==> src/hdl/tfn_pkg.sv <==
// tfn_pkg: shared types and widths for the triangle face normal unit
// no dependencies; every other file in hdl/ refers to it by scoped names

package tfn_pkg;

   // field widths of the words on the ports
   localparam int unsigned COORD_BITS  = 32;
   localparam int unsigned NORMAL_BITS = 16;
   localparam int unsigned FRAC_BITS   = NORMAL_BITS - 2;
   localparam int unsigned QUO_BITS    = FRAC_BITS + 1;

   // datapath widths
   localparam int unsigned EDGE_W     = COORD_BITS + 1;
   localparam int unsigned PROD_W     = 2 * COORD_BITS;
   localparam int unsigned P_W        = 2 * COORD_BITS + 2;
   localparam int unsigned MAG_W      = 2 * COORD_BITS + 1;
   localparam int unsigned NORM_STEPS = $clog2(MAG_W);
   localparam int unsigned R_BITS     = 31;
   localparam int unsigned SQ_W       = 2 * R_BITS;
   localparam int unsigned SUM_W      = 2 * R_BITS + 2;
   localparam int unsigned LEN_W      = SUM_W / 2;
   localparam int unsigned SQ_REM_W   = LEN_W + 2;
   localparam int unsigned DIV_W      = LEN_W + FRAC_BITS;

   typedef struct packed {
      logic signed [COORD_BITS-1:0] ax;
      logic signed [COORD_BITS-1:0] ay;
      logic signed [COORD_BITS-1:0] az;
      logic signed [COORD_BITS-1:0] bx;
      logic signed [COORD_BITS-1:0] by_coord;
      logic signed [COORD_BITS-1:0] bz;
      logic signed [COORD_BITS-1:0] cx;
      logic signed [COORD_BITS-1:0] cy;
      logic signed [COORD_BITS-1:0] cz;
   } req_type;

   typedef struct packed {
      logic signed [NORMAL_BITS-1:0] nx;
      logic signed [NORMAL_BITS-1:0] ny;
      logic signed [NORMAL_BITS-1:0] nz;
      logic                          degenerate;
   } rsp_type;

   // control that rides along with each triangle
   typedef struct packed {
      logic       valid;
      logic       degenerate;
      logic [2:0] neg;
   } tag_type;

   // what the square root cells carry past the root
   typedef struct packed {
      tag_type                 tag;
      logic [2:0][R_BITS-1:0] r;
   } sqc_type;

endpackage

==> src/hdl/tfn_norm_cell.sv <==
// tfn_norm_cell: one step of the block normalize shifter for three magnitudes
// depends on tfn_pkg

module tfn_norm_cell #(
   parameter int unsigned SHIFT = 1
) (
   input  logic                                  clock,
   input  logic                                  reset,
   input  logic                                  advance,
   input  tfn_pkg::tag_type                      up_tag,
   input  logic [2:0][tfn_pkg::MAG_W-1:0]        up_mag,
   output tfn_pkg::tag_type                      dn_tag,
   output logic [2:0][tfn_pkg::MAG_W-1:0]        dn_mag
);

   logic [tfn_pkg::MAG_W-1:0]       any_w;
   logic                            top_clear;
   logic [2:0][tfn_pkg::MAG_W-1:0]  mag_in;
   logic [2:0][tfn_pkg::MAG_W-1:0]  mag_ff;
   tfn_pkg::tag_type                tag_ff;

   // shift all three by the same amount when the top bits are clear in all
   always_comb begin
      any_w     = up_mag[0] | up_mag[1] | up_mag[2];
      top_clear = ~|any_w[tfn_pkg::MAG_W-1 -: SHIFT];
      for (int i = 0; i < 3; i++) begin
         mag_in[i] = top_clear ? (up_mag[i] << SHIFT) : up_mag[i];
      end
   end

   always_ff @(posedge clock) begin
      if (reset) begin
         tag_ff <= '0;
      end else if (advance) begin
         tag_ff <= up_tag;
      end
      if (advance) begin
         mag_ff <= mag_in;
      end
   end

   assign dn_tag = tag_ff;
   assign dn_mag = mag_ff;

endmodule

==> config.mk <==
export PLATFORM = sky130hd
export DESIGN_NAME = tfn_norm_cell
export DESIGN_NICKNAME = d
export VERILOG_FILES = /design/src/hdl/tfn_pkg.sv /design/src/hdl/tfn_norm_cell.sv
export SDC_FILE = /design/constraint.sdc
export NUM_CORES = 1
export LEC_CHECK = 0
export BUFFER_PORTS_ARGS = -buffer_cell sky130_fd_sc_hd__buf_2
export CAP_MARGIN = 20
export CORE_ASPECT_RATIO = 0.5
export CORE_MARGIN = 3
export CORE_UTILIZATION = 45
export DETAILED_ROUTE_END_ITERATION = 16
export PLACE_DENSITY = 0.87
export SETUP_SLACK_MARGIN = 0.5
export SYNTH_ARGS = -nofsm -noshare
export SYNTH_HDL_FRONTEND = slang
export SYNTH_SLANG_ARGS = --single-unit
==> constraint.sdc <==
create_clock -name clock -period 3.2 [get_ports clock]
set_input_delay 0.16 -clock clock [delete_from_list [all_inputs] [get_ports clock]]
set_output_delay 0.16 -clock clock [all_outputs]
set_load 0.02 [all_outputs]
==> metrics.md <==
| Metric | Value |
|---|---|
| Run status | completed |
| Gr ovfl total | 0 |
| Cell variety after synth | 14 |
| Hold Startpoint | up_mag[128] |
| Via density per instance | 5.016 |
| Register area share after synthesis | 70.53% |
| Synthesis Warnings | 0 |
| Final setup TNS | 0 ns |
| Clock tree from TritonCTS | yes |
| First-pass GRT wire length | 30840 um |
| Synth area leader | edfxtp_1 |
| Final Wtd Congestion | 0.8011 |
| Arr. time, crit path | 1.87 ns |
| Sw power | 0.001588 W |
| Initial antenna violation count | 1 |
| Routed vias | 5452 |
| Slew @ Worst Pin | 0.8213 ns |
| Fin crit share | 49.30% |
| Max frequency | 0.6339 GHz |
| I/O Pins | 403 |
| First-pass iteration count of the detailed router | 4 |
| Synth top cells by count | edfxtp_1, mux2_2, buf_6 |
| Final hold violation count | 0 |
| Flop pwr share | 51.6% |
| Crit path required time | 3.49 ns |
| Rel. slew slack | 45.25% |
| Port Buf Inserts | 402 |
| Initial DRC count | 275 |
| Synth Net Count | 634 |
| Max-Cap Viols | 0 |
| Post-Synthesis Mean Instance Area | 19.59 um2 |
| Clk Latency, worst-skew pair | 0.40 ns |
| RSZ-0062 raised after global routing | false |
| Antenna-violating nets left | 0 |
| Core area | 17870 um2 |
| FF+latch count, synth | 200 |
| Worst r2r src | dn_tag[3]$_SDFFE_PP0P_ |
| Mapped Area | 8444 um2 |
| Clk pin slew, worst setup/hold paths | 0.07 ns |
| Post-DP HPWL | 16250 um |
| Fin util | 62.72% |
| GRT Total Usage | 19.71% |
| Initial core utilization | 47.26% |
| Combinational power share | 16.1% |
| CTS Root Cell | clkbuf_16 |
| Clk pwr share | 32.3% |
| Vias in the first global route | 5525 |
| Top_reg_cell synth | edfxtp_1 |
| # nets final | 1043 |
| Tightest hold margin | 0.04031 ns |
| Layout cells sized above 1 | 73.12% |
| Top cells by area, synth | edfxtp_1, mux2_2, buf_6 |
| Worst vdd ir | 329.4 uV |
| CTS Buffer Depth | 2 |
| Die width | 199.7 um |
| Post-CTS Repair Setup Buffers | 0 |
| Final wirelength | 21500 um |
| Die Y-Extent | 102.9 um |
| Final min period | 1.578 ns |
| Most frequent cell after synthesis | edfxtp_1 |
| Clock Skews | 0 ns |
| P_int | 0.004614 W |
| Crit Path Class | in -> reg |
| Clk sink count | 200 |
| Setup crit end kind | flip-flop |
| Net Sw Frac | 25.61% |
| Pwr Density | 553.4 nW/um2 |
| DRC | 0 |
| Worst Hold Class | in -> reg |
| Crit-path max FO | 72 |
| Cts repair resizes | 0 |
| CP startpoint | advance |
| P_leak | 4.606 nW |
| Async SR Flop Fraction | 0% |
| Pin count of the biggest net entering global routing | 135 |
| Setup violators final | 0 |
| EDFF count, synth | 195 |
| Crit start category | input port |
| WL per Instance | 19.78 um |
| DIE AREA | 20540 um2 |
| H-tree Lvls | 4 |
| Pins Over Slew Limit | 0 |
| Num CTS Buffers | 17 |
| Area grow syn2layout | 32.72% |
| Share of the synthesized area in the top cell type | 69.34% |
| Row count | 34 |
| Cells after synthesis | 431 |
## final timing paths
check                                         endpoint  slack, ns  cells past startpoint
worst max-delay path            dn_tag[3]$_SDFFE_PP0P_       1.62                      5
worst min-delay path             dn_mag[129]$_DFFE_PP_       0.04                      2
worst max register to register  dn_tag[3]$_SDFFE_PP0P_       2.06                      3
worst min register to register  dn_tag[2]$_SDFFE_PP0P_       0.52                      2
## power groups by stage
stage               Combinational, W  Sequential, W  Clock, W
floorplan                   0.000229        0.00356         0
global placement            0.000975        0.00325         0
detailed placement          0.000998        0.00326         0
CTS                          0.00101        0.00320   0.00205
global route                 0.00106        0.00322   0.00217
finish                      0.000998        0.00320   0.00200
## state kept, by name, indices dropped and copies added, names as in the netlist
register / count
dn_mag: 195
dn_tag: 5
## cell type report
| class | instances | area (um2) |
|---|---|---|
| clock inverters | 11 | 102.6 |
| well taps | 234 | 292.8 |
| flip-flops and latches | 200 | 5956 |
| clock buffers | 20 | 436.7 |
| multi-input cells | 209 | 2268 |
| fillers | 1376 | 6660 |
| diodes | 1 | 2.502 |
| repair buffers | 412 | 2148 |
## placed cells by master, fill, tap and decap left out, drive strengths merged
master	netlist	routed
a21o	2	2
buf	21	405
bufinv	0	1
clkbuf	1	21
clkinv	0	5
clkinvlp	0	4
dfxtp	5	5
diode	0	1
dlygate4sd3	0	6
edfxtp	195	195
inv	0	1
mux2	189	189
mux2i	5	5
nor2	7	7
nor2b	3	3
nor3	1	1
nor3b	1	1
or2	1	1
## kinds of logic (layout without fill, tap and decap cells)
family | Yosys count | in the layout | share of synthesized area (%)
AOI/OAI and AO/OA | 2 | 2 | 0.1778
buffers and inverters | 22 | 443 | 2.682
DFF | 200 | 200 | 70.53
muxes | 194 | 194 | 25.80
other | 0 | 1 | 0
and+or+nand+nor | 13 | 13 | 0.8151
## stage by stage
stage	cells	instance area [um2]	worst slack (ns)	total power, W
5_1_grt	1087	11210	1.541	0.006451
6_report	1087	11210	1.622	0.006202
3_3_place_gp	1049	10610	1.376	0.004222
4_1_cts	1086	11200	1.661	0.006264
3_5_place_dp	1049	10610	1.333	0.004257
2_1_floorplan	431	8444	1.887	0.003790
## critical path: stages
cell	delay, ns
clkbuf_8	0.40
buf_12	0.41
mux2i_1	0.23
nor2_1	0.05
dlygate4sd3_1	0.55
## repair_timing
| item | 4_1_cts | 5_1_grt |
|---|---|---|
| hold buffers | 6 | 0 |
| hold endpoints to repair | 5 | 0 |
| setup endpoints to repair | 0 | 0 |
## per-layer routing
metal | track usage (%) | vias up | wire length (um)
li1 | - | 2518 | -
met1 | 24.19 | 2733 | 8524
met4 | 6.160 | 0 | 395
met3 | 4.342 | 31 | 1012
met5 | 0 | - | 0
met2 | 35.47 | 170 | 11570
Note: power is estimated with default switching activity, not from simulation.
