==> src/hdl/tfn_pkg.sv <==
// tfn_pkg: shared types and widths for the triangle face normal unit
// no dependencies; every other file in hdl/ refers to it by scoped names

package tfn_pkg;

   // field widths of the words on the ports
   localparam int unsigned COORD_BITS  = 32;
   localparam int unsigned NORMAL_BITS = 16;
   localparam int unsigned FRAC_BITS   = NORMAL_BITS - 2;
   localparam int unsigned QUO_BITS    = FRAC_BITS + 1;

   // datapath widths
   localparam int unsigned EDGE_W     = COORD_BITS + 1;
   localparam int unsigned PROD_W     = 2 * COORD_BITS;
   localparam int unsigned P_W        = 2 * COORD_BITS + 2;
   localparam int unsigned MAG_W      = 2 * COORD_BITS + 1;
   localparam int unsigned NORM_STEPS = $clog2(MAG_W);
   localparam int unsigned R_BITS     = 31;
   localparam int unsigned SQ_W       = 2 * R_BITS;
   localparam int unsigned SUM_W      = 2 * R_BITS + 2;
   localparam int unsigned LEN_W      = SUM_W / 2;
   localparam int unsigned SQ_REM_W   = LEN_W + 2;
   localparam int unsigned DIV_W      = LEN_W + FRAC_BITS;

   typedef struct packed {
      logic signed [COORD_BITS-1:0] ax;
      logic signed [COORD_BITS-1:0] ay;
      logic signed [COORD_BITS-1:0] az;
      logic signed [COORD_BITS-1:0] bx;
      logic signed [COORD_BITS-1:0] by_coord;
      logic signed [COORD_BITS-1:0] bz;
      logic signed [COORD_BITS-1:0] cx;
      logic signed [COORD_BITS-1:0] cy;
      logic signed [COORD_BITS-1:0] cz;
   } req_type;

   typedef struct packed {
      logic signed [NORMAL_BITS-1:0] nx;
      logic signed [NORMAL_BITS-1:0] ny;
      logic signed [NORMAL_BITS-1:0] nz;
      logic                          degenerate;
   } rsp_type;

   // control that rides along with each triangle
   typedef struct packed {
      logic       valid;
      logic       degenerate;
      logic [2:0] neg;
   } tag_type;

   // what the square root cells carry past the root
   typedef struct packed {
      tag_type                 tag;
      logic [2:0][R_BITS-1:0] r;
   } sqc_type;

endpackage

==> src/hdl/tfn_div_cell.sv <==
// tfn_div_cell: one quotient bit of a restoring divide, three lanes sharing a divisor
// depends on tfn_pkg

module tfn_div_cell #(
   parameter int unsigned SHIFT = 0
) (
   input  logic                                   clock,
   input  logic                                   reset,
   input  logic                                   advance,
   input  tfn_pkg::tag_type                       up_tag,
   input  logic [tfn_pkg::LEN_W-1:0]              up_len,
   input  logic [2:0][tfn_pkg::DIV_W-1:0]         up_rem,
   input  logic [2:0][tfn_pkg::QUO_BITS-1:0]      up_quo,
   output tfn_pkg::tag_type                       dn_tag,
   output logic [tfn_pkg::LEN_W-1:0]              dn_len,
   output logic [2:0][tfn_pkg::DIV_W-1:0]         dn_rem,
   output logic [2:0][tfn_pkg::QUO_BITS-1:0]      dn_quo
);

   logic [tfn_pkg::DIV_W-1:0]              divisor;
   logic [2:0]                             take;
   logic [2:0][tfn_pkg::DIV_W-1:0]         rem_in, rem_ff;
   logic [2:0][tfn_pkg::QUO_BITS-1:0]      quo_in, quo_ff;
   logic [tfn_pkg::LEN_W-1:0]              len_ff;
   tfn_pkg::tag_type                       tag_ff;

   // compare against the shifted divisor, subtract when it fits
   always_comb begin
      divisor = tfn_pkg::DIV_W'(up_len) << SHIFT;
      for (int i = 0; i < 3; i++) begin
         take[i]   = (up_rem[i] >= divisor);
         rem_in[i] = take[i] ? (up_rem[i] - divisor) : up_rem[i];
         quo_in[i] = {up_quo[i][tfn_pkg::QUO_BITS-2:0], take[i]};
      end
   end

   always_ff @(posedge clock) begin
      if (reset) begin
         tag_ff <= '0;
      end else if (advance) begin
         tag_ff <= up_tag;
      end
      if (advance) begin
         len_ff <= up_len;
         rem_ff <= rem_in;
         quo_ff <= quo_in;
      end
   end

   assign dn_tag = tag_ff;
   assign dn_len = len_ff;
   assign dn_rem = rem_ff;
   assign dn_quo = quo_ff;

endmodule

==> config.mk <==
export PLATFORM = sky130hd
export DESIGN_NAME = tfn_div_cell
export DESIGN_NICKNAME = d
export VERILOG_FILES = /design/src/hdl/tfn_pkg.sv /design/src/hdl/tfn_div_cell.sv
export SDC_FILE = /design/constraint.sdc
export NUM_CORES = 1
export LEC_CHECK = 0
export BUFFER_PORTS_ARGS = -buffer_cell sky130_fd_sc_hd__buf_2
export CAP_MARGIN = 10
export CORE_MARGIN = 5
export CORE_UTILIZATION = 28
export CTS_CLUSTER_SIZE = 30
export DETAILED_ROUTE_END_ITERATION = 10
export GPL_TIMING_DRIVEN = 0
export PLACE_DENSITY_LB_ADDON = 0.15
export SYNTH_ARGS = -nofsm -noshare
export SYNTH_HDL_FRONTEND = slang
export SYNTH_SLANG_ARGS = --single-unit
export TNS_END_PERCENT = 100
==> constraint.sdc <==
create_clock -name clock -period 4.5 [get_ports clock]
set_input_delay 1.125 -clock clock [delete_from_list [all_inputs] [get_ports clock]]
set_output_delay 1.125 -clock clock [all_outputs]
set_load 0.03 [all_outputs]
==> results.yml <==
status:
  status: "finished clean"
detailed_routing:
  drt_wl_total_um: 54900
  ant_nets: 0
  drt_iter0_markers: 689
  first_pass_iters: 5
  vias: 12500
  wl_per_cell_um: 21.5
  vias_per_cell: 4.89
  drc: 0
sta:
  rsz0062_at_grt: "no"
  finalCriticalPeriod_ns: 4.27
  finalMaxSlewViolations: 0
  hold_viol: 0
  fmax_mhz: 234
  setup_viol_count_final: 0
  fin_ws_ns: 0.229
  slew_headroom_pct: 43.9
  finalCritPeriodShare_pct: 94.9
  fin_skew_ns: 0
  worst_pin_slew_ns: 0.841
cts:
  postCtsHoldBufs: 0
  cts_buffers: 28
  cts_tree: "built"
  post_cts_buffers: 0
  cts.clk_slew.worst_paths_ns: 0.06
  clock_path_buffers: 3
  htree_levels: 1
  cts.repair.resized: 4
  clock_sinks: 220
  clockRootBuffer: "clkbuf_16"
  clock_latency_ns: 0.55
synthesis:
  synth_fp_nets: 1708
  synth_xor_area_share_pct: 8.08
  synth_top_area_cell: "edfxtp_1"
  synth_edf_count: 215
  ys_warn_count: 0
  synth_top_cell_area_share_pct: 46.2
  synth_fa_ha_area_share_pct: 9.02
  synth_simple_gate_area_share_pct: 14.4
  syn_area_per_cell_um2: 10.1
  ys_seq_area_share_pct: 46.9
  synthTopCellsByArea: "edfxtp_1 46%, ha_1 8.6%, a21oi_1 5.5%, xnor2_1 5.1%, nand2_1 3.3%"
  synth_top_family_by_area: "compound AO/OA/AOI/OAI gates"
  ys_types: 72
  synth_async_sr_flop_share_pct: 0
  synth_area_um2: 14000
  postSynthCellCount: 1386
  synth.area.mux_share_pct: 1.15
  synth_compound_area_share_pct: 17.1
  synth_ff_type: "edfxtp_1"
  ys_seq_elements: 220
placed_design:
  port-buffer-count: 439
  place_congestion: 0.886
  dpl-instance-area_um2: 17100
  place_ws_ns: -0.854
  place_hpwl_um: 44200
global_routing:
  grt_max_degree: 118
  use_met2_pct: 31.5
  grt_util_met3_pct: 5.00
  grtUsageTotal_pct: 18.9
  busiest_layer: "met2"
  antenna_found_initial: 13
  grt_pass1_wl_um: 77900
  overflow: 0
  globalRouteMet1Util_pct: 24.1
  first_global_vias: 12400
power:
  sw_frac_of_total_pct: 33.9
  power_frac_comb_pct: 29.0
  internal_power_mw: 4.59
  powerDensity_nw_per_um2: 384
  peakVddDrop_mv: 0.327
  p_leak_nw: 7.61
  switching_power_mw: 2.36
  seq_power_share_pct: 37.7
  clkPwrFrac_pct: 33.3
job:
  maxCapViolations: 0
floorplan:
  die_area_um2: 54500
  die_w_um: 234
  die_h_um: 234
  start_util_pct: 28.1
  fp.coreArea_um2: 49800
  rows: 82
  pin_count: 443
setup_path:
  crit_type: "input pin to flop"
  critPathMaxFanout: 10
  cp.required_ns: 4.79
  worstReg2RegEnd: "dn_tag[0]"
  arrival_ns: 4.56
  r2r_slack_ns: 3.90
  r2r_start: "dn_tag[0]"
  ff2ff_path_depth: 2
  critPathCaptureType: "flop"
  crit_path_start_kind: "input pin"
layout:
  nNetsFinal: 2177
  fillers: 5114
  fin_util_pct: 36.3
  area_growth_pct: 29.2
  fin_area_um2: 18100
  ff_latch_area_um2: 6560
  drive_gt1_share_pct: 28.2
  multiInputGateArea_um2: 7010
hold_path:
  hold_depth: 2
  hold_start: "dn_tag[3]"
  hold_end: "dn_tag[3]"
  hold_class: "flop to flop"
metal layers:
layer	part of all wire (%)	routed length (um)	vias up
met5	0.10	57	-
met2	47	25700	408
met1	42	23200	5925
li1	-	-	6091
met3	8.3	4560	76
met4	2.7	1480	8
metrics by stage:
step / hold WS (ns) / TNS, ns / std cells / total power, mW
floorplan: 0.630 / 0 / 1386 / 3.96
global placement: 0.473 / -246.54 / 2497 / 4.69
detailed placement: 0.488 / -54.85 / 2498 / 4.68
CTS: 0.502 / 0 / 2549 / 7.06
global route: 0.529 / 0 / 2553 / 7.31
finish: 0.492 / 0 / 2557 / 6.94
power groups by stage:
| stage | logic [mW] | clock network [mW] | registers, mW |
|---|---|---|---|
| after CTS | 2.03 | 2.41 | 2.62 |
| after detailed placement | 2.01 | 0 | 2.66 |
| after global placement | 2.01 | 0 | 2.67 |
| after global routing | 2.18 | 2.49 | 2.64 |
| final | 2.01 | 2.31 | 2.62 |
| after floorplan | 0.795 | 0 | 3.16 |
area by class of cell:
class | instances | area share [%]
diodes | 8 | 0.111
plain buffers | 54 | 1.29
clock buffers | 32 | 3.96
clock inverters | 20 | 1.25
inverters | 61 | 1.29
multi-input cells | 1050 | 38.8
flip-flops and latches | 220 | 36.3
well taps | 672 | 4.65
repair buffers | 440 | 12.4
sequential cells by signal (all words and copies together), names as in the netlist:
name / flops
dn_quo: 45
dn_len: 32
dn_tag: 5
dn_rem: 138
worst max-delay path, cell delays in order:
cell      delay, ns
buf_2          0.10
inv_1          0.32
ha_1           0.30
clkbuf_1       0.23
a21oi_1        0.23
o21ai_0        0.10
nor4_1         0.27
a31oi_1        0.25
a21o_1         0.28
a31oi_1        0.22
clkbuf_1       0.37
buf_1          0.54
o21ai_0        0.20
how the worst max path moves through the flow:
stage	startpoint	end	depth (start not counted)	slack, ns
6_report	up_len[15]	dn_rem[31]	13	0.23
3_5_place_dp	up_len[10]	dn_rem[113]	16	-0.85
5_1_grt	up_len[0]	dn_rem[114]	14	0.002
2_1_floorplan	up_rem[46]	dn_rem[90]	13	0.44
3_3_place_gp	advance	dn_tag[1]	4	-1.09
4_1_cts	up_len[17]	dn_rem[23]	14	0.008
cells in the mapped netlist, drive strengths merged (3+ instances only):
cell type	instances
nor2	107
a31o	3
o31ai	3
fa	3
xor2	48
a221oi	4
a311oi	3
o211ai	11
nand3b	6
a21oi	155
a211oi	6
mux2i	6
o21ai	87
o21bai	12
inv	61
edfxtp	215
clkbuf	47
nand4b	3
and2	11
nor4	16
a31oi	11
nand3	27
o21a	14
a21boi	4
o22ai	3
or2	3
a21o	47
mux2	9
nor3	27
nor2b	14
o2111ai	3
nand4	29
and3	17
or3	7
nand2	122
a41oi	3
nand2b	12
buf	8
dfxtp	5
ha	96
xnor2	81
or4	6
cell usage in the layout, fill, tap and decap left out, types with 26 or more instances in the layout:
cell type  Yosys  final
nand3_1       26     26
clkbuf_16      0     28
xnor2_1       81     81
ha_1          96     96
clkbuf_1      47     45
inv_1         60     59
a21o_1        47     47
buf_2          2    440
xor2_1        48     48
nand2_1      122    122
a21oi_1      155    154
edfxtp_1     215    215
nor3_1        27     26
nand4_1       29     29
o21ai_0       87     87
nor2_1       107    107
cell families after synthesis:
logic type               count (synthesis)
AND/OR/NAND/NOR                        414
AO/OA/AOI/OAI                          393
adder cells (fa/ha/maj)                 99
multiplexers                            15
XOR/XNOR                               129
flip-flops                             220
buffers and inverters                  116
Power figures use the tool's default switching activity.
