<file path="src/hdl/tfn_pkg.sv">
// tfn_pkg: shared types and widths for the triangle face normal unit
// no dependencies; every other file in hdl/ refers to it by scoped names

package tfn_pkg;

   // field widths of the words on the ports
   localparam int unsigned COORD_BITS  = 32;
   localparam int unsigned NORMAL_BITS = 16;
   localparam int unsigned FRAC_BITS   = NORMAL_BITS - 2;
   localparam int unsigned QUO_BITS    = FRAC_BITS + 1;

   // datapath widths
   localparam int unsigned EDGE_W     = COORD_BITS + 1;
   localparam int unsigned PROD_W     = 2 * COORD_BITS;
   localparam int unsigned P_W        = 2 * COORD_BITS + 2;
   localparam int unsigned MAG_W      = 2 * COORD_BITS + 1;
   localparam int unsigned NORM_STEPS = $clog2(MAG_W);
   localparam int unsigned R_BITS     = 31;
   localparam int unsigned SQ_W       = 2 * R_BITS;
   localparam int unsigned SUM_W      = 2 * R_BITS + 2;
   localparam int unsigned LEN_W      = SUM_W / 2;
   localparam int unsigned SQ_REM_W   = LEN_W + 2;
   localparam int unsigned DIV_W      = LEN_W + FRAC_BITS;

   typedef struct packed {
      logic signed [COORD_BITS-1:0] ax;
      logic signed [COORD_BITS-1:0] ay;
      logic signed [COORD_BITS-1:0] az;
      logic signed [COORD_BITS-1:0] bx;
      logic signed [COORD_BITS-1:0] by_coord;
      logic signed [COORD_BITS-1:0] bz;
      logic signed [COORD_BITS-1:0] cx;
      logic signed [COORD_BITS-1:0] cy;
      logic signed [COORD_BITS-1:0] cz;
   } req_type;

   typedef struct packed {
      logic signed [NORMAL_BITS-1:0] nx;
      logic signed [NORMAL_BITS-1:0] ny;
      logic signed [NORMAL_BITS-1:0] nz;
      logic                          degenerate;
   } rsp_type;

   // control that rides along with each triangle
   typedef struct packed {
      logic       valid;
      logic       degenerate;
      logic [2:0] neg;
   } tag_type;

   // what the square root cells carry past the root
   typedef struct packed {
      tag_type                 tag;
      logic [2:0][R_BITS-1:0] r;
   } sqc_type;

endpackage

</file>
<file path="src/hdl/tfn_sqrt_cell.sv">
// tfn_sqrt_cell: one digit of a pipelined integer square root
// depends on tfn_pkg

module tfn_sqrt_cell (
   input  logic                              clock,
   input  logic                              reset,
   input  logic                              advance,
   input  tfn_pkg::sqc_type                  up_carry,
   input  logic [tfn_pkg::SQ_REM_W-1:0]      up_rem,
   input  logic [tfn_pkg::LEN_W-1:0]         up_root,
   input  logic [tfn_pkg::SUM_W-1:0]         up_rad,
   output tfn_pkg::sqc_type                  dn_carry,
   output logic [tfn_pkg::SQ_REM_W-1:0]      dn_rem,
   output logic [tfn_pkg::LEN_W-1:0]         dn_root,
   output logic [tfn_pkg::SUM_W-1:0]         dn_rad
);

   logic [tfn_pkg::SQ_REM_W-1:0] rem_sh;
   logic [tfn_pkg::SQ_REM_W-1:0] trial;
   logic                         take;
   logic [tfn_pkg::SQ_REM_W-1:0] rem_in, rem_ff;
   logic [tfn_pkg::LEN_W-1:0]    root_in, root_ff;
   logic [tfn_pkg::SUM_W-1:0]    rad_in, rad_ff;
   tfn_pkg::sqc_type             carry_ff;

   // bring down two radicand bits, try root*4+1
   always_comb begin
      rem_sh  = {up_rem[tfn_pkg::SQ_REM_W-3:0], up_rad[tfn_pkg::SUM_W-1 -: 2]};
      trial   = {up_root, 2'b01};
      take    = (rem_sh >= trial);
      rem_in  = take ? (rem_sh - trial) : rem_sh;
      root_in = {up_root[tfn_pkg::LEN_W-2:0], take};
      rad_in  = up_rad << 2;
   end

   always_ff @(posedge clock) begin
      if (reset) begin
         carry_ff.tag <= '0;
      end else if (advance) begin
         carry_ff.tag <= up_carry.tag;
      end
      if (advance) begin
         carry_ff.r <= up_carry.r;
         rem_ff     <= rem_in;
         root_ff    <= root_in;
         rad_ff     <= rad_in;
      end
   end

   assign dn_carry = carry_ff;
   assign dn_rem   = rem_ff;
   assign dn_root  = root_ff;
   assign dn_rad   = rad_ff;

endmodule

</file>
<file path="config.mk">
export PLATFORM = sky130hd
export DESIGN_NAME = tfn_sqrt_cell
export DESIGN_NICKNAME = d
export VERILOG_FILES = /design/src/hdl/tfn_pkg.sv /design/src/hdl/tfn_sqrt_cell.sv
export SDC_FILE = /design/constraint.sdc
export NUM_CORES = 1
export LEC_CHECK = 0
export BUFFER_PORTS_ARGS = -buffer_cell sky130_fd_sc_hd__buf_2
export CORE_MARGIN = 2
export CORE_UTILIZATION = 24
export CTS_CLUSTER_DIAMETER = 50
export DETAILED_ROUTE_END_ITERATION = 8
export PLACE_DENSITY = 0.49
export SETUP_SLACK_MARGIN = 0.15
export SLEW_MARGIN = 25
export SYNTH_ARGS = -nofsm -noshare
export SYNTH_HDL_FRONTEND = slang
export SYNTH_SLANG_ARGS = --single-unit
</file>
<file path="constraint.sdc">
create_clock -name clock -period 5.1 [get_ports clock]
set_clock_uncertainty 0.2 [all_clocks]
set_input_delay 1.02 -clock clock [delete_from_list [all_inputs] [get_ports clock]]
set_output_delay 1.02 -clock clock [all_outputs]
set_load 0.02 [all_outputs]
</file>
==> reports/metrics.json, run 1 <==
{
  "result_of_the_run": {"value": "finished clean"},
  "drt.antenna.violating_nets": {"value": 0},
  "synth.ff_latch_count": {"value": 226},
  "tritoncts": {"value": "yes"},
  "cts.hold.buffers_added": {"value": 0},
  "rsz0062_at_grt": {"value": "no"},
  "floorplan.initialDensity": {"value": 0.244},
  "synthDominantAreaCellType": {"value": "sky130_fd_sc_hd__edfxtp_1"},
  "path_class": {"value": "primary input to flop"},
  "clkSlewWorstSetupHoldPaths": {"value": 60, "unit": "ps"},
  "synth.top_cell.area_share": {"value": 0.700},
  "routed_via_density": {"value": 4.22},
  "synth-main-ff-cell": {"value": "sky130_fd_sc_hd__edfxtp_1"},
  "synthTopCellsByArea": {"value": "sky130_fd_sc_hd__edfxtp_1 (70%), sky130_fd_sc_hd__ha_1 (4.5%), sky130_fd_sc_hd__mux2_4 (3.2%)"},
  "timing.final.hold_violations": {"value": 0},
  "tns": {"value": 0, "unit": "ps"},
  "ys_seq_area_frac": {"value": 0.711},
  "grt_pass1_vias": {"value": 6850},
  "cp_max_fo": {"value": 8},
  "period_minus_slack": {"value": 3730, "unit": "ps"},
  "dieArea": {"value": 0.0411, "unit": "mm²"},
  "grt_antenna_before_repair": {"value": 9},
  "grt.total_usage": {"value": 0.150},
  "num_io_pins": {"value": 459},
  "grt_max_degree": {"value": 111},
  "cts_resized": {"value": 0},
  "number_of_standard_cells_after_synthesis": {"value": 598},
  "cts_inserted_buffers": {"value": 30},
  "maxSlewHeadroom": {"value": 0.380},
  "min_path_type": {"value": "flop to flop"},
  "area_overhead_of_the_layout_relative_to_synthesis": {"value": 41.0, "unit": "%"},
  "worstSetupEndpointType": {"value": "flop"},
  "detailedRoute.firstIterationViolations": {"value": 317},
  "drt_first_pass_iters": {"value": 5},
  "worst_supply_voltage_drop_on_vdd": {"value": 0.000270, "unit": "V"},
  "vias": {"value": 6833},
  "cellPowerDensity": {"value": 391, "unit": "mW/mm²"},
  "timing_worst_slew_pin_value": {"value": 930, "unit": "ps"},
  "floorplan.rows": {"value": 72},
  "maxClockFrequency": {"value": 0.268, "unit": "GHz"},
  "synth_area_per_cell": {"value": 15.8, "unit": "µm²"},
  "wl": {"value": 32000, "unit": "µm"},
  "setup_viol_count_final": {"value": 0},
  "chipWidth": {"value": 203, "unit": "µm"},
  "timing.max_cap.violations": {"value": 0},
  "ctsRootBufferMaster": {"value": "sky130_fd_sc_hd__clkbuf_16"},
  "gpl.final_weighted_congestion": {"value": 0.828},
  "number_of_enable_type_register_cells_in_the_synthesized_netlist": {"value": 221},
  "post-route-util": {"value": 0.344},
  "grt_overflow_total": {"value": 0},
  "post_synth_num_cell_types": {"value": 67},
  "numPortBuffers": {"value": 454},
  "dp_hpwl": {"value": 26100, "unit": "µm"},
  "layout.nets": {"value": 1342},
  "synth_top_cells_by_count": {"value": "sky130_fd_sc_hd__edfxtp_1 (221), sky130_fd_sc_hd__inv_1 (42), sky130_fd_sc_hd__a21oi_1 (41)"},
  "post-synth-top-count-cell": {"value": "sky130_fd_sc_hd__edfxtp_1"},
  "detail_route.drc_violations": {"value": 0},
  "cts_num_sinks": {"value": 226},
  "hold_slack": {"value": 298, "unit": "ps"},
  "asyncSetResetFlopFracSynth": {"value": 0},
  "floorplan.core_area": {"value": 0.0388, "unit": "mm²"},
  "number_of_max_slew_violations_in_the_final_report": {"value": 0},
  "syn_area": {"value": 0.00948, "unit": "mm²"},
  "clock_tree.htree_level_count": {"value": 1},
  "layout_worst_path_cycle_share": {"value": 0.732},
  "wire_per_inst": {"value": 19.7, "unit": "µm"},
  "worst_skew_pair.late_latency": {"value": 570, "unit": "ps"},
  "critical_path.startpoint_type": {"value": "primary input"},
  "drive_gt1_frac": {"value": 0.500},
  "cts_setup_buffers": {"value": 0},
  "chip_height": {"value": 203, "unit": "µm"},
  "yosysWarningCount": {"value": 0},
  "p_leak": {"value": 0.00583, "unit": "µW"},
  "critPathArrivalTime": {"value": 3850, "unit": "ps"},
  "cts_buffer_depth": {"value": 3},
  "worst_ep_required_time": {"value": 5220, "unit": "ps"},
  "grt_pass1_wl": {"value": 45100, "unit": "µm"}
}
[metal layers]
layer / routed length (µm) / track usage / part of all wire
met5: 13 / 0 / 0.00041
met2: 16900 / 0.277 / 0.53
met4: 680 / 0.0357 / 0.021
met3: 3180 / 0.0584 / 0.099
met1: 11200 / 0.159 / 0.35
[power breakdown]
part	total [µW]	leakage, µW	switching, µW	internal (µW)
Combinational	911	0.00315	571	340
Sequential	2270	0.00220	38.8	2230
Clock	2040	0.000470	852	1190
[cell usage in the layout (no fill, tap or decap), drive strengths merged, types with 3 or more instances in the layout]
master,n
buf,460
edfxtp,221
inv,52
a21oi,43
clkbuf,37
ha,34
nor2,25
nand2,24
o21ai,24
mux2,21
xnor2,17
a21o,16
nand3,12
nor3,11
xor2,9
and3,8
a211oi,7
mux2i,6
dfxtp,5
o311ai,5
clkinv,5
o21a,4
a31oi,4
nand2b,4
clkinvlp,4
nand4,3
or3,3
a31o,3
nor4b,3
o31ai,3
[critical path: stages]
cell and delay (ps):
sky130_fd_sc_hd__buf_2 90, sky130_fd_sc_hd__inv_1 40, sky130_fd_sc_hd__ha_1 420, sky130_fd_sc_hd__o21ai_1 140, sky130_fd_sc_hd__a221oi_2 410, sky130_fd_sc_hd__a211oi_1 150, sky130_fd_sc_hd__nor2_2 130, sky130_fd_sc_hd__buf_4 150
sky130_fd_sc_hd__a41oi_2 250, sky130_fd_sc_hd__o311ai_0 560, sky130_fd_sc_hd__o311ai_1 210, sky130_fd_sc_hd__mux2_4 280
[path summary, 6_finish.rpt]
kind	from	endpoint	slack, ps	depth (start not counted)
setup / recovery	up_root[4]	dn_rem[31]	1370	12
setup reg to reg	dn_carry[96]	dn_carry[96]	4290	2
hold reg to reg	dn_carry[95]	dn_carry[95]	300	2
hold / removal	dn_carry[95]	dn_carry[95]	300	2
[stage by stage]
stage	std cells	setup slack, ps	cell area (µm²)	power [µW]
3_5_place_dp	1563	763	12400	3230
5_1_grt	1621	1200	13400	5470
3_3_place_gp	1563	779	12400	3230
6_report	1621	1370	13400	5220
4_1_cts	1619	1360	13400	5320
2_1_floorplan	599	1480	9480	2840
[kinds of logic (layout without fill, tap and decap cells)]
group / after synthesis / in the layout / synth area share
flops: 226 / 226 / 0.711
other cells: 1 / 4 / 0.000396
simple gates: 100 / 100 / 0.0568
fa+ha+maj: 34 / 34 / 0.0449
xor+xnor: 26 / 26 / 0.0240
mux: 27 / 27 / 0.0392
buf+inv: 57 / 559 / 0.0284
compound gates: 127 / 127 / 0.0956
[cell type report]
cell class	count	area [µm²]
Fill cell	3879	25500
Sequential cell	226	6740
Multi-Input combinational cell	316	2480
Timing Repair Buffer	460	2340
Clock buffer	37	797
Tap cell	518	648
Clock inverter	19	190
Inverter	43	169
Antenna cell	2	5.00
[state kept, by name (all words and copies together) (netlist names)]
name,flops
dn_carry,98
dn_rad,62
dn_root,32
dn_rem,34
Note: power is estimated with default switching activity, not from simulation.
==> run 2: changes to the inputs <==
- clock period: 5.1 -> 3.6 ns (I/O delays scaled with it)
==> reports/metrics.json, run 2 (synthesis gave the netlist of run 1 again) <==
{
  "cts_inserted_buffers": {"value": 35},
  "wire_per_inst": {"value": 19.5, "unit": "µm"},
  "min_path_type": {"value": "primary input to flop"},
  "timing.max_cap.violations": {"value": 0},
  "area_of_combinational_cells_with_multiple_inputs": {"value": 0.00248, "unit": "mm²"},
  "worst_supply_voltage_drop_on_vdd": {"value": 0.000349, "unit": "V"},
  "chip_height": {"value": 203, "unit": "µm"},
  "grt.total_usage": {"value": 0.156},
  "tritoncts": {"value": "yes"},
  "clock_tree.htree_level_count": {"value": 2},
  "floorplan.core_area": {"value": 0.0388, "unit": "mm²"},
  "cts_setup_buffers": {"value": 0},
  "floorplan.rows": {"value": 72},
  "final_cell_count_without_fillers": {"value": 1691},
  "dp_hpwl": {"value": 27100, "unit": "µm"},
  "r2r_setup_slack": {"value": 2810, "unit": "ps"},
  "maxClockFrequency": {"value": 0.313, "unit": "GHz"},
  "cts_num_sinks": {"value": 226},
  "critical_path.cell_chain": {"value": "buf_2 > inv_1 > ha_1 > o21ai_1 > a221oi_2 > a211oi_1 > nor2_2 > a41oi_2 > o311ai_0 > o311ai_1 > mux2_4"},
  "area_overhead_of_the_layout_relative_to_synthesis": {"value": 48.0, "unit": "%"},
  "timing_worst_slew_pin_value": {"value": 666, "unit": "ps"},
  "clkSlewWorstSetupHoldPaths": {"value": 60, "unit": "ps"},
  "grt_pass1_wl": {"value": 46600, "unit": "µm"},
  "path_class": {"value": "primary input to flop"},
  "timing.critical_path.max_delay_family": {"value": "compound AO/OA/AOI/OAI gates"},
  "layout_worst_path_cycle_share": {"value": 0.889},
  "ctsRootBufferMaster": {"value": "sky130_fd_sc_hd__clkbuf_16"},
  "critPathArrivalTime": {"value": 3270, "unit": "ps"},
  "dieArea": {"value": 0.0411, "unit": "mm²"},
  "timing.final.hold_violations": {"value": 0},
  "period_minus_slack": {"value": 3200, "unit": "ps"},
  "vias": {"value": 7061},
  "mostFrequentLayoutCells": {"value": "sky130_fd_sc_hd__buf_2 (453), sky130_fd_sc_hd__edfxtp_1 (221), sky130_fd_sc_hd__buf_4 (65)"},
  "largest_register_ffs": {"value": 98},
  "numPortBuffers": {"value": 454},
  "critical_path.startpoint_type": {"value": "primary input"},
  "worstSetupEndpointType": {"value": "flop"},
  "layout.cells.most_common": {"value": "sky130_fd_sc_hd__buf_2"},
  "number_of_max_slew_violations_in_the_final_report": {"value": 0},
  "grt_max_degree": {"value": 86},
  "detailedRoute.firstIterationViolations": {"value": 267},
  "floorplan.initialDensity": {"value": 0.244},
  "crit_buf_inv": {"value": 2},
  "worst_ep_required_time": {"value": 3670, "unit": "ps"},
  "final_area": {"value": 0.0140, "unit": "mm²"},
  "critPathSlowestCell": {"value": "sky130_fd_sc_hd__o311ai_0"},
  "drt_first_pass_iters": {"value": 4},
  "routed_via_density": {"value": 4.18},
  "post-layout-total-power": {"value": 7940, "unit": "µW"},
  "chipWidth": {"value": 203, "unit": "µm"},
  "cts_buffer_depth": {"value": 3},
  "cellPowerDensity": {"value": 566, "unit": "mW/mm²"},
  "grt_overflow_total": {"value": 0},
  "drive_gt1_frac": {"value": 0.529},
  "wl": {"value": 33000, "unit": "µm"},
  "rsz0062_at_grt": {"value": "no"},
  "sequential_cell_area": {"value": 0.00674, "unit": "mm²"},
  "dp.cells": {"value": 1625},
  "cts.hold.buffers_added": {"value": 0},
  "maxSlewHeadroom": {"value": 0.556},
  "gpl.final_weighted_congestion": {"value": 0.815},
  "grt_pass1_vias": {"value": 7251},
  "setup_viol_count_final": {"value": 0},
  "drt.antenna.violating_nets": {"value": 0},
  "num_io_pins": {"value": 459},
  "cp_max_fo": {"value": 6},
  "worst_skew_pair.late_latency": {"value": 530, "unit": "ps"},
  "detail_route.drc_violations": {"value": 0},
  "fillers": {"value": 3867},
  "p_leak": {"value": 0.00623, "unit": "µW"},
  "result_of_the_run": {"value": "finished clean"},
  "cts_resized": {"value": 0},
  "layout.nets": {"value": 1409},
  "post_dp_cell_area": {"value": 0.0129, "unit": "mm²"},
  "slowest_delay": {"value": 540, "unit": "ps"},
  "grt_antenna_before_repair": {"value": 10}
}
run 2: cell types whose count changed in the layout (fill, tap and decap cells not counted), sizes merged:
cell      change
diode         +3
inv           -2
buf          +62
clkinv        +3
clkinvlp      -2
bufinv        +2
clkbuf        +4
run 2: routing by layer:
| layer | wire length, µm | up-vias | global-route usage |
|---|---|---|---|
| met2 | 17400 | 282 | 0.283 |
| met1 | 11600 | 3328 | 0.160 |
| met5 | 16 | - | 0 |
| li1 | - | 3393 | - |
| met3 | 3210 | 56 | 0.0673 |
| met4 | 747 | 2 | 0.0521 |
run 2: final timing paths:
path	from	to	cells past startpoint
worst min-delay path	up_rad[35]	dn_rad[37]	1
worst min register to register	dn_carry[94]	dn_carry[94]	2
worst max-delay path	up_root[3]	dn_rem[31]	11
worst max register to register	dn_carry[96]	dn_carry[96]	2
run 2: final cells by class:
class	count	area share
sequential	226	0.480
clock inverter	20	0.0159
tap	518	0.0462
antenna	5	0.000892
clock buffer	41	0.0663
timing repair buffer	522	0.202
multi-input combinational	316	0.177
inverter	43	0.0120
run 2: report_power, final:
| group | internal, µW | leakage (µW) | switching (µW) |
|---|---|---|---|
| Sequential | 3160 | 0.00220 | 57.4 |
| Combinational | 557 | 0.00346 | 827 |
| Clock | 2090 | 0.000560 | 1250 |
run 2: metrics by stage:
step	hold slack, ps	worst slack (ps)	util	setup TNS (ps)
2_1_floorplan	379	282	-	0
3_3_place_gp	273	-83.0	0.331	-105
3_5_place_dp	286	-63.6	0.331	-85.3
4_1_cts	118	495	0.361	0
5_1_grt	123	243	0.361	0
6_report	159	401	0.361	0
==> run 3: changes to the inputs <==
- clock period: 3.6 -> 3 ns (I/O delays scaled with it)
==> reports/metrics.json, run 3 (synthesis gave the netlist of run 1 again) <==
{
  "clkSlewWorstSetupHoldPaths": {"value": 60, "unit": "ps"},
  "dieArea": {"value": 0.0411, "unit": "mm²"},
  "critPathSlowestCell": {"value": "sky130_fd_sc_hd__o31a_1"},
  "grt_max_degree": {"value": 69},
  "detail_route.drc_violations": {"value": 0},
  "largest_register_ffs": {"value": 98},
  "layout_worst_path_cycle_share": {"value": 0.947},
  "area_of_combinational_cells_with_multiple_inputs": {"value": 0.00283, "unit": "mm²"},
  "p_leak": {"value": 0.00657, "unit": "µW"},
  "timing.final.hold_violations": {"value": 0},
  "cp_max_fo": {"value": 8},
  "tns": {"value": 0, "unit": "ps"},
  "chipWidth": {"value": 203, "unit": "µm"},
  "timing_worst_slew_pin_value": {"value": 650, "unit": "ps"},
  "drive_gt1_frac": {"value": 0.589},
  "fillers": {"value": 3831},
  "slowest_delay": {"value": 340, "unit": "ps"},
  "post_dp_cell_area": {"value": 0.0134, "unit": "mm²"},
  "critPathArrivalTime": {"value": 2890, "unit": "ps"},
  "period_minus_slack": {"value": 2840, "unit": "ps"},
  "cellPowerDensity": {"value": 640, "unit": "mW/mm²"},
  "timing.max_cap.violations": {"value": 0},
  "floorplan.core_area": {"value": 0.0388, "unit": "mm²"},
  "gpl.final_weighted_congestion": {"value": 0.857},
  "path_class": {"value": "primary input to flop"},
  "worst_skew_pair.late_latency": {"value": 520, "unit": "ps"},
  "numPortBuffers": {"value": 454},
  "sequential_cell_area": {"value": 0.00674, "unit": "mm²"},
  "maxSlewHeadroom": {"value": 0.566},
  "cts_num_sinks": {"value": 226},
  "ctsRootBufferMaster": {"value": "sky130_fd_sc_hd__clkbuf_16"},
  "mostFrequentLayoutCells": {"value": "sky130_fd_sc_hd__buf_2 (452), sky130_fd_sc_hd__edfxtp_1 (221), sky130_fd_sc_hd__buf_4 (126)"},
  "floorplan.initialDensity": {"value": 0.244},
  "cts.hold.buffers_added": {"value": 0},
  "crit_top_cell": {"value": "sky130_fd_sc_hd__buf_6"},
  "num_io_pins": {"value": 459},
  "area_overhead_of_the_layout_relative_to_synthesis": {"value": 57.3, "unit": "%"},
  "worst_supply_voltage_drop_on_vdd": {"value": 0.000378, "unit": "V"},
  "worstSetupEndpointType": {"value": "flop"},
  "layout.cells.most_common": {"value": "sky130_fd_sc_hd__buf_2"},
  "wl": {"value": 34200, "unit": "µm"},
  "critical_path.cell_chain": {"value": "buf_6 > inv_4 > ha_4 > nor2b_4 > o31a_1 > o31ai_4 > a21oi_2 > buf_6 > o21ai_4 > a21boi_4 > nor2_8 > buf_12 > clkinv_16 > buf_12 > buf_6 > mux2i_1"},
  "drt_first_pass_iters": {"value": 4},
  "min_path_type": {"value": "primary input to flop"},
  "grt_antenna_before_repair": {"value": 14},
  "grt_overflow_total": {"value": 0},
  "detailedRoute.firstIterationViolations": {"value": 284},
  "grt_pass1_wl": {"value": 47500, "unit": "µm"},
  "drt.antenna.violating_nets": {"value": 0},
  "layout.nets": {"value": 1475},
  "cts_buffer_depth": {"value": 3},
  "vias": {"value": 7375},
  "worst_ep_required_time": {"value": 3050, "unit": "ps"},
  "chip_height": {"value": 203, "unit": "µm"},
  "result_of_the_run": {"value": "finished clean"},
  "number_of_max_slew_violations_in_the_final_report": {"value": 0},
  "grt_pass1_vias": {"value": 7527},
  "rsz0062_at_grt": {"value": "yes"},
  "maxClockFrequency": {"value": 0.352, "unit": "GHz"},
  "cts_inserted_buffers": {"value": 34},
  "setup_viol_count_final": {"value": 0},
  "tritoncts": {"value": "yes"},
  "routed_via_density": {"value": 4.19},
  "critical_path.startpoint_type": {"value": "primary input"},
  "floorplan.rows": {"value": 72},
  "final_area": {"value": 0.0149, "unit": "mm²"},
  "dp_hpwl": {"value": 27400, "unit": "µm"},
  "clock_tree.htree_level_count": {"value": 2},
  "wire_per_inst": {"value": 19.5, "unit": "µm"},
  "grt.total_usage": {"value": 0.158}
}
## run 3: final cells by class
class,instances,share of cell area
clock inverters,23,0.0138
diodes,8,0.00134
repair buffers,587,0.225
well taps,518,0.0435
flip-flops and latches,226,0.452
inverters,43,0.0128
multi-input cells,316,0.190
clock buffers,36,0.0590
repair inverters,2,0.00311
## run 3: worst paths after layout
kind	slack, ps	end	cells after the start	startpoint
max	160	dn_rem[27]	16	up_root[0]
min	50	dn_carry[84]	1	up_carry[84]
max reg2reg	2200	dn_carry[97]	2	dn_carry[97]
min reg2reg	290	dn_carry[96]	2	dn_carry[96]
## run 3: repair_timing
action	CTS	global route
gates cloned	0	2
setup endpoints to repair	3	26
pin swaps	3	16
setup buffers	1	11
endpoints found under the hold margin	0	0
resized for setup	5	47
## run 3: worst max-delay path, delay by kind of cell
| kind | cells | cell delay, ps |
|---|---|---|
| compound gates | 5 | 920 |
| fa+ha+maj | 1 | 200 |
| buf+inv | 7 | 790 |
| mux | 1 | 110 |
| simple gates | 2 | 250 |
## run 3: report_power, final
part / total (µW) / leakage, µW / internal [µW] / switching, µW
Combinational: 1870 / 0.00384 / 809 / 1060
Clock: 3810 / 0.000520 / 2320 / 1490
Sequential: 3860 / 0.00220 / 3790 / 71.5
## run 3: per-stage QoR
step                      instances  hold slack (ps)  setup slack [ps]   util  total power [µW]
final                          1759             51.6               159  0.384              9540
after CTS                      1738             10.5               166  0.374              9600
after floorplan                 599              379             -65.4      -              4870
after detailed placement       1678              280              -528  0.345              5710
after global placement         1678              272              -468  0.345              5700
after global routing           1754             18.3              72.7  0.384              9980
## run 3: per-layer routing
metal,up-vias,wire length (µm),share of wire,global-route usage
met1,3473,12000,0.35,0.163
met3,61,3040,0.089,0.0615
met4,0,983,0.029,0.0454
met5,-,0,0,0
li1,3530,-,-,-
met2,311,18200,0.53,0.296
